$ cat src/rtl/core/mekf_pkg.sv
// Shared types and constants for the mutually exclusive key filter.
// Used by mekf_ctrl, mekf_dp and mutually_exclusive_key_filter.
package mekf_pkg;

	localparam int KEY_SLOTS = 36;
	localparam int SLOT_W    = 6;
	localparam int NUM_PRESETS = 3;

	typedef logic [KEY_SLOTS-1:0] key_mask_t;
	typedef logic [SLOT_W-1:0]    slot_t;

	// Operation codes
	localparam logic [1:0] OP_PRESS   = 2'd0;
	localparam logic [1:0] OP_RELEASE = 2'd1;
	localparam logic [1:0] OP_CHECK   = 2'd2;
	localparam logic [1:0] OP_NONE    = 2'd3;

	// Result kinds
	localparam logic [1:0] KIND_KEYUP   = 2'd0;
	localparam logic [1:0] KIND_PRESS   = 2'd1;
	localparam logic [1:0] KIND_RELEASE = 2'd2;
	localparam logic [1:0] KIND_CHECK   = 2'd3;

	// Register indexes
	localparam logic [2:0] CFG_ENABLE   = 3'd0;
	localparam logic [2:0] CFG_PRESETS  = 3'd1;
	localparam logic [2:0] CFG_CUSTOM_A = 3'd2;
	localparam logic [2:0] CFG_LAST     = 3'd6;

	// Character codes
	localparam logic [7:0] CH_0 = 8'h30;
	localparam logic [7:0] CH_9 = 8'h39;
	localparam logic [7:0] CH_A = 8'h41;
	localparam logic [7:0] CH_D = 8'h44;
	localparam logic [7:0] CH_S = 8'h53;
	localparam logic [7:0] CH_W = 8'h57;
	localparam logic [7:0] CH_Z = 8'h5A;

	localparam int LETTER_BASE = 10;

	// Preset masks: letters sit at slot 10 + (ch - 'A')
	localparam key_mask_t MASK_WS =
		(key_mask_t'(1) << (LETTER_BASE + int'(CH_W - CH_A))) |
		(key_mask_t'(1) << (LETTER_BASE + int'(CH_S - CH_A)));
	localparam key_mask_t MASK_AD =
		(key_mask_t'(1) << LETTER_BASE) |
		(key_mask_t'(1) << (LETTER_BASE + int'(CH_D - CH_A)));

	// Controller commands and datapath status
	typedef struct packed {
		logic load;
		logic lookup;
		logic scan;
		logic finish;
	} mekf_cmd_t;

	typedef struct packed {
		logic [1:0] opcode;
		logic       scan_hit;
		logic       scan_end;
	} mekf_status_t;

	// Map a key code to {valid, slot}
	function automatic logic [SLOT_W:0] key_slot(input logic [7:0] code);
		logic [7:0] d;
		d = 8'd0;
		if (code >= CH_0 && code <= CH_9) begin
			d = code - CH_0;
			return {1'b1, d[SLOT_W-1:0]};
		end else if (code >= CH_A && code <= CH_Z) begin
			d = code - CH_A + 8'(LETTER_BASE);
			return {1'b1, d[SLOT_W-1:0]};
		end
		return {1'b0, slot_t'(0)};
	endfunction

	// Key code of a slot
	function automatic logic [7:0] slot_code(input slot_t s);
		if (s < slot_t'(LETTER_BASE)) begin
			return CH_0 + {2'b00, s};
		end
		return CH_A + {2'b00, s} - 8'(LETTER_BASE);
	endfunction

endpackage

$ cat src/rtl/core/mekf_ctrl.sv
// Controller state machine of the key filter: sequences lookup, slot scan
// and final result. Depends on mekf_pkg.
module mekf_ctrl import mekf_pkg::*; (
	input  logic         clk,
	input  logic         arst_n,
	input  logic         start,
	input  logic [1:0]   opcode,
	input  mekf_status_t status,
	output mekf_cmd_t    cmd,
	output logic         busy
);

	localparam logic [1:0] ST_IDLE   = 2'd0;
	localparam logic [1:0] ST_LOOKUP = 2'd1;
	localparam logic [1:0] ST_SCAN   = 2'd2;
	localparam logic [1:0] ST_FINISH = 2'd3;

	logic [1:0] state_q;
	logic [1:0] state_next;

	// Next state
	always_comb begin
		state_next = state_q;
		case (state_q)
			ST_IDLE: begin
				if (start && opcode != OP_NONE) state_next = ST_LOOKUP;
			end
			ST_LOOKUP: begin
				if (status.opcode == OP_RELEASE) state_next = ST_FINISH;
				else state_next = ST_SCAN;
			end
			ST_SCAN: begin
				if (status.scan_end || (status.opcode == OP_CHECK && status.scan_hit))
					state_next = ST_FINISH;
			end
			ST_FINISH: state_next = ST_IDLE;
			default: state_next = ST_IDLE;
		endcase
	end

	always_ff @(posedge clk or negedge arst_n) begin
		if (!arst_n) state_q <= ST_IDLE;
		else state_q <= state_next;
	end

	// Commands to the datapath
	always_comb begin
		cmd.load   = (state_q == ST_IDLE) && start;
		cmd.lookup = (state_q == ST_LOOKUP);
		cmd.scan   = (state_q == ST_SCAN);
		cmd.finish = (state_q == ST_FINISH);
	end

	assign busy = (state_q != ST_IDLE);

endmodule

$ cat src/rtl/core/mekf_dp.sv
// Datapath of the key filter: configuration registers, held-key map,
// group lookup, slot scan counter and result registers. Depends on mekf_pkg.
module mekf_dp import mekf_pkg::*; #(
	parameter int NUM_CUSTOM = 5
) (
	input  logic         clk,
	input  logic         arst_n,
	input  mekf_cmd_t    cmd,
	input  logic [1:0]   opcode,
	input  logic [7:0]   key_code,
	input  logic         cfg_we,
	input  logic [2:0]   cfg_index,
	input  key_mask_t    cfg_data,
	output mekf_status_t status,
	output logic         result_strobe,
	output logic [1:0]   result_kind,
	output logic [7:0]   out_key,
	output logic         flag,
	output logic         last_result
);

	localparam int NUM_GROUPS = NUM_PRESETS + NUM_CUSTOM;

	logic            enable_q;
	logic [2:0]      presets_q;
	key_mask_t       custom_q [NUM_CUSTOM];
	key_mask_t       held_q;
	logic [1:0]      opcode_q;
	slot_t           slot_q;
	logic            slot_ok_q;
	key_mask_t       group_q;
	key_mask_t       others_q;
	logic            any_q;
	slot_t           cnt_q;
	logic [7:0]      found_key_q;
	logic            strobe_q;
	logic [1:0]      kind_q;
	logic [7:0]      key_q;
	logic            flag_q;
	logic            last_q;

	logic [SLOT_W:0] slot_in;
	key_mask_t       slot_bit;
	key_mask_t       group_sel;
	logic            cfg_clear;
	logic            hit;

	assign slot_in  = key_slot(key_code);
	assign slot_bit = key_mask_t'(1) << slot_q;
	assign hit      = others_q[cnt_q];
	assign cfg_clear = cfg_we && (cfg_index <= CFG_LAST);

	// First enabled group that holds the key; later candidates lose
	always_comb begin
		key_mask_t cand    [NUM_GROUPS];
		logic      cand_en [NUM_GROUPS];
		cand[0]    = MASK_WS;
		cand_en[0] = presets_q[0];
		cand[1]    = MASK_AD;
		cand_en[1] = presets_q[1];
		cand[2]    = MASK_WS | MASK_AD;
		cand_en[2] = presets_q[2];
		for (int g = 0; g < NUM_CUSTOM; g++) begin
			cand[NUM_PRESETS+g]    = custom_q[g];
			cand_en[NUM_PRESETS+g] = ((custom_q[g] & (custom_q[g] - key_mask_t'(1))) != '0);
		end
		group_sel = '0;
		for (int g = NUM_GROUPS - 1; g >= 0; g--) begin
			if (cand_en[g] && (cand[g] & slot_bit) != '0) group_sel = cand[g];
		end
		if (!enable_q || !slot_ok_q) group_sel = '0;
	end

	// Configuration registers
	always_ff @(posedge clk or negedge arst_n) begin
		if (!arst_n) begin
			enable_q  <= 1'b0;
			presets_q <= 3'd0;
			for (int g = 0; g < NUM_CUSTOM; g++) custom_q[g] <= '0;
		end else if (cfg_we) begin
			if (cfg_index == CFG_ENABLE) enable_q <= cfg_data[0];
			if (cfg_index == CFG_PRESETS) presets_q <= cfg_data[2:0];
			for (int g = 0; g < NUM_CUSTOM; g++) begin
				if (cfg_index == CFG_CUSTOM_A + 3'(g)) custom_q[g] <= cfg_data;
			end
		end
	end

	// Held-key map
	always_ff @(posedge clk or negedge arst_n) begin
		if (!arst_n) begin
			held_q <= '0;
		end else if (cfg_clear) begin
			held_q <= '0;
		end else if (cmd.finish) begin
			if (opcode_q == OP_PRESS && group_q != '0)
				held_q <= (held_q & ~others_q) | slot_bit;
			else if (opcode_q == OP_RELEASE && enable_q && slot_ok_q)
				held_q <= held_q & ~slot_bit;
		end
	end

	// Transaction capture, lookup and scan
	always_ff @(posedge clk) begin
		if (cmd.load) begin
			opcode_q  <= opcode;
			slot_q    <= slot_in[SLOT_W-1:0];
			slot_ok_q <= slot_in[SLOT_W];
		end
		if (cmd.lookup) begin
			group_q     <= group_sel;
			others_q    <= held_q & group_sel & ~slot_bit;
			any_q       <= ((held_q & group_sel & ~slot_bit) != '0);
			cnt_q       <= '0;
			found_key_q <= 8'd0;
		end
		if (cmd.scan) begin
			cnt_q <= cnt_q + slot_t'(1);
			if (hit && opcode_q == OP_CHECK) found_key_q <= slot_code(cnt_q);
		end
	end

	// Result registers
	always_ff @(posedge clk or negedge arst_n) begin
		if (!arst_n) strobe_q <= 1'b0;
		else strobe_q <= (cmd.scan && hit && opcode_q == OP_PRESS) || cmd.finish;
	end

	always_ff @(posedge clk) begin
		if (cmd.scan) begin
			kind_q <= KIND_KEYUP;
			key_q  <= slot_code(cnt_q);
			flag_q <= 1'b0;
			last_q <= 1'b0;
		end else if (cmd.finish) begin
			last_q <= 1'b1;
			case (opcode_q)
				OP_PRESS: begin
					kind_q <= KIND_PRESS;
					key_q  <= 8'd0;
					flag_q <= any_q;
				end
				OP_CHECK: begin
					kind_q <= KIND_CHECK;
					key_q  <= found_key_q;
					flag_q <= any_q;
				end
				default: begin
					kind_q <= KIND_RELEASE;
					key_q  <= 8'd0;
					flag_q <= 1'b0;
				end
			endcase
		end
	end

	assign status.opcode   = opcode_q;
	assign status.scan_hit = hit;
	assign status.scan_end = (cnt_q == slot_t'(KEY_SLOTS - 1));

	assign result_strobe = strobe_q;
	assign result_kind   = kind_q;
	assign out_key       = key_q;
	assign flag          = flag_q;
	assign last_result   = last_q;

endmodule

$ cat src/rtl/core/mutually_exclusive_key_filter.sv
// Mutually exclusive key filter, top level. Press walks all 36 key slots
// through one scan counter and check walks them until the first held key
// of the group; key-ups come at most one per cycle during the scan, and a
// release skips the scan. One transaction at a time; busy stays high until
// the final result is registered. Results cannot be stalled. Reset clears the
// configuration registers and held-key map; a write to index 0 to 6 clears the map too.
module mutually_exclusive_key_filter import mekf_pkg::*; #(
	parameter int NUM_CUSTOM = 5
) (
	input  logic            clk,
	input  logic            arst_n,
	input  logic            start,
	output logic            busy,
	input  logic [1:0]      opcode,
	input  logic [7:0]      key_code,
	input  logic            cfg_we,
	input  logic [2:0]      cfg_index,
	input  logic [KEY_SLOTS-1:0] cfg_data,
	output logic            result_strobe,
	output logic [1:0]      result_kind,
	output logic [7:0]      out_key,
	output logic            flag,
	output logic            last_result
);

	mekf_cmd_t    cmd;
	mekf_status_t status;

	mekf_ctrl u_ctrl (
		.clk    (clk),
		.arst_n (arst_n),
		.start  (start),
		.opcode (opcode),
		.status (status),
		.cmd    (cmd),
		.busy   (busy)
	);

	mekf_dp #(
		.NUM_CUSTOM (NUM_CUSTOM)
	) u_dp (
		.clk           (clk),
		.arst_n        (arst_n),
		.cmd           (cmd),
		.opcode        (opcode),
		.key_code      (key_code),
		.cfg_we        (cfg_we),
		.cfg_index     (cfg_index),
		.cfg_data      (cfg_data),
		.status        (status),
		.result_strobe (result_strobe),
		.result_kind   (result_kind),
		.out_key       (out_key),
		.flag          (flag),
		.last_result   (last_result)
	);

endmodule

$ cat config.mk
export PLATFORM = sky130hd
export DESIGN_NAME = mutually_exclusive_key_filter
export DESIGN_NICKNAME = d
export VERILOG_FILES = /design/src/rtl/core/mekf_pkg.sv /design/src/rtl/core/mekf_ctrl.sv /design/src/rtl/core/mekf_dp.sv /design/src/rtl/core/mutually_exclusive_key_filter.sv
export SDC_FILE = /design/constraint.sdc
export NUM_CORES = 1
export LEC_CHECK = 0
export CAP_MARGIN = 10
export CORE_ASPECT_RATIO = 0.7
export CORE_MARGIN = 1.5
export CORE_UTILIZATION = 49
export CTS_CLUSTER_SIZE = 16
export DETAILED_ROUTE_END_ITERATION = 10
export DONT_BUFFER_PORTS = 1
export PLACE_DENSITY = 0.63
export REMOVE_ABC_BUFFERS = 1
export SLEW_MARGIN = 40
export SYNTH_ARGS = -nofsm -noshare
export SYNTH_HDL_FRONTEND = slang
export SYNTH_SLANG_ARGS = --single-unit
$ cat constraint.sdc
create_clock -name clk -period 5.5 [get_ports clk]
set_input_delay 0 -clock clk [delete_from_list [all_inputs] [get_ports clk]]
set_output_delay 0 -clock clk [all_outputs]
set_load 0.03 [all_outputs]
==> out/metrics.yaml <==
synthesis:
  synthSimpleGateAreaFrac_pct: 19.7
  synth_cell_type_count: 89
  muxShareOfSynthArea_pct: 12.2
  synth_largest_area_cell: "dfrtp_1"
  synthCells: 1872
  ys_warn_count: 0
  yosys-top-cells-area: "dfrtp_1, edfxtp_1, mux2_2, a21oi_1, o21ai_0"
  synth_top_family_by_area: "simple AND/OR/NAND/NOR gates"
  async_flop_share_pct: 67.4
  synth-edff-count: 96
  synth_xor_area_share_pct: 0.505
  synth_seq_area_share_pct: 45.7
  synthAdderAreaFrac_pct: 1.31
  ys_ff_latch: 331
  synth_top_cell_area_share_pct: 29.3
  synth-compound-area-share_pct: 17.8
  synth_flop_cell: "dfrtp_1"
  postSynthAreaPerCell_um2: 10.2
  netlist_area_um2: 19100
placed_design:
  place_inst: 2582
  dp_slack_ns: -0.396
  gp_congestion: 1.16
  port_buffers: 0
  post-dp-hpwl_um: 70000
flow_run:
  max_cap_viol_count: 0
clock_tree:
  cts_tree: "yes"
  clock_latency_ns: 0.55
  cts_root_buf: "clkbuf_16"
  cts_buffer_depth: 3
  cts.sinks: 331
  htree_num_levels: 2
  path_clk_slew_ns: 0.07
  cts_buffers: 35
global_route:
  antenna_found_initial: 6
  grt_pass1_wl_um: 130000
  grt_max_degree: 224
  overflow: 0
  track_usage_pct: 45.9
  grt_pass1_vias: 17700
timing:
  fmax_ghz: 0.183
  worst_pin_slew_ns: 1.30
  post-route-min-period_ns: 5.46
  setup_viol: 0
  post-route-period-util_pct: 99.3
  slew_headroom_pct: 12.7
  fin_ws_ns: 0.0374
  skew_ns: 0.0233
  slew_violations: 0
  finalHoldViolCount: 0
layout:
  final-seq-area_um2: 8700
  num-fill-cells: 3123
  multiInputGateArea_um2: 10300
  stdcell_count: 2725
  drive_gt1_share_pct: 30.0
  layout_common_cells: "buf_4, dfrtp_1, mux2_2"
  final_common_cell: "buf_4"
  layout.nets: 2240
  area_growth_pct: 25.9
floorplan:
  die_area_um2: 40100
  die_w_um: 239
  io_pins: 67
  initial_core_util_pct: 49.7
  core_area_um2: 38400
  rows: 60
  die_height_um: 168
route:
  wirelength_um: 93500
  drc: 0
  vias_per_cell: 7.10
  dr.pass1.iters: 7
  avgRoutedWirePerCell_um: 34.3
  drtIter0Drc: 3080
  vias: 19400
  antenna_left: 0
worst_setup_path:
  rr_endpoint: "u_dp.any_q"
  r2r_start: "u_dp.slot_q[4]"
  rrSetupSlack_ns: 0.04
  arrival_ns: 5.74
  setup.worst_path.start_class: "flop"
  worstSetupStartpoint: "u_dp.slot_q[4]"
  worstSetupEndpoint: "u_dp.any_q"
  cp.required_ns: 5.78
  endpoint_kind: "flop"
  reg2reg_depth: 19
  path_max_fanout: 8
  worstSetupPathType: "flop to flop"
power:
  power_density_nw_per_um2: 479
  ir_drop_mv: 0.390
  power_leakage_nw: 9.43
min_path:
  hp-class: "primary input to asynchronous set/reset pin"
status:
  status: "complete, no violations"
## repair_timing
action / 4_1_cts / 5_1_grt
gates resized for setup: 15 / 39
hold buffers: 60 / 0
pin swaps: 0 / 11
setup buffers: 1 / 15
setup endpoints to repair: 1 / 1
hold endpoints to repair: 432 / 0
cloned: 0 / 1
## area by class of cell
cell class,count,area share [%]
diodes,5,0.0521
clock buffers,49,4.08
clock inverters,10,0.480
inverters,25,0.391
multi-input cells,1403,42.8
flip-flops and latches,331,36.3
well taps,527,2.75
repair buffers,375,13.2
## worst min-delay path by stage
stage / cells past startpoint / start / slack (ns) / to
2_1_floorplan: 0 / arst_n / -0.30 / u_ctrl.state_q[0]
3_3_place_gp: 0 / arst_n / -0.29 / u_dp.custom_q[9]
3_5_place_dp: 0 / arst_n / -0.29 / u_dp.custom_q[9]
4_1_cts: 3 / cfg_index[0] / 0.0004 / u_dp.held_q[3]
5_1_grt: 2 / arst_n / 0.006 / u_dp.custom_q[89]
6_report: 2 / arst_n / 0.004 / u_dp.custom_q[89]
## worst max-delay path, cell delays in order, from the launching register on
cell	delay [ns]
edfxtp_1	0.56
buf_4	0.19
buf_4	0.11
nor4b_4	0.08
buf_4	0.20
and3_1	0.18
a2111oi_2	0.50
buf_4	0.20
nand3_1	0.06
or4_1	0.58
o31ai_4	0.23
nand3_2	0.20
buf_4	0.19
buf_4	0.16
a211oi_1	0.37
nor3_1	0.16
and3b_1	0.22
or4_4	0.52
nor4bb_4	0.36
nand4_1	0.12
## registers in the layout (all words and copies together), names as in the netlist, 3 cells and up
name and cells:
u_dp.presets_q 3, u_dp.found_key_q 8, u_dp.out_key 8, u_dp.held_q 36, u_dp.cnt_q 6, u_dp.custom_q 180
u_dp.slot_q 6, u_dp.others_q 36, u_dp.group_q 36
## kinds of logic (layout without fill, tap and decap cells)
family | count (synthesis) | after routing
flops | 331 | 331
fa+ha+maj | 21 | 21
compound gates | 491 | 492
xor+xnor | 11 | 11
simple gates | 683 | 683
mux | 196 | 196
other cells | 0 | 5
buf+inv | 139 | 459
## synthesized netlist by cell type, drive strengths merged (14+ instances only)
library cell and instances:
dfrtp 223, a21oi 104, nor2 119, ha 16
a22oi 40, o31ai 15, a211oi 34, nor3 55
and2 27, nor4 45, nand4 33, o211ai 14
a32oi 16, o21ai 99, edfxtp 96, nand3 96
or3 19, clkbuf 101, and3 38, inv 25
a221oi 15, or4 37, a21boi 15, mux2 184
nand2 111, or2 17
## power breakdown
group	internal, mW	total (mW)	switching (mW)
sequential	3.27	4.18	0.912
combinational	1.98	4.92	2.95
clock	1.34	2.39	1.05
total	6.59	11.5	4.91
## routing by layer
metal	global-route usage (%)	vias to the layer above	wire length (um)
met5	0	-	11
met1	68.0	9677	39600
met3	19.8	230	15300
li1	-	7916	-
met2	59.5	1533	35700
met4	13.2	2	2970
## stage by stage
step	utilization, %	instance area (um^2)	setup TNS [ns]	power [mW]	hold slack [ns]
finish	62.5	24000	0	11.5	0.00406
global route	62.5	24000	-0.0380	11.8	0.00582
CTS	61.5	23600	0	11.1	0.000416
detailed placement	56.8	21800	-0.396	8.56	-0.289
global placement	56.5	21700	-0.439	8.44	-0.291
floorplan	-	18600	-0.545	6.01	-0.296
Power figures use the tool's default switching activity.
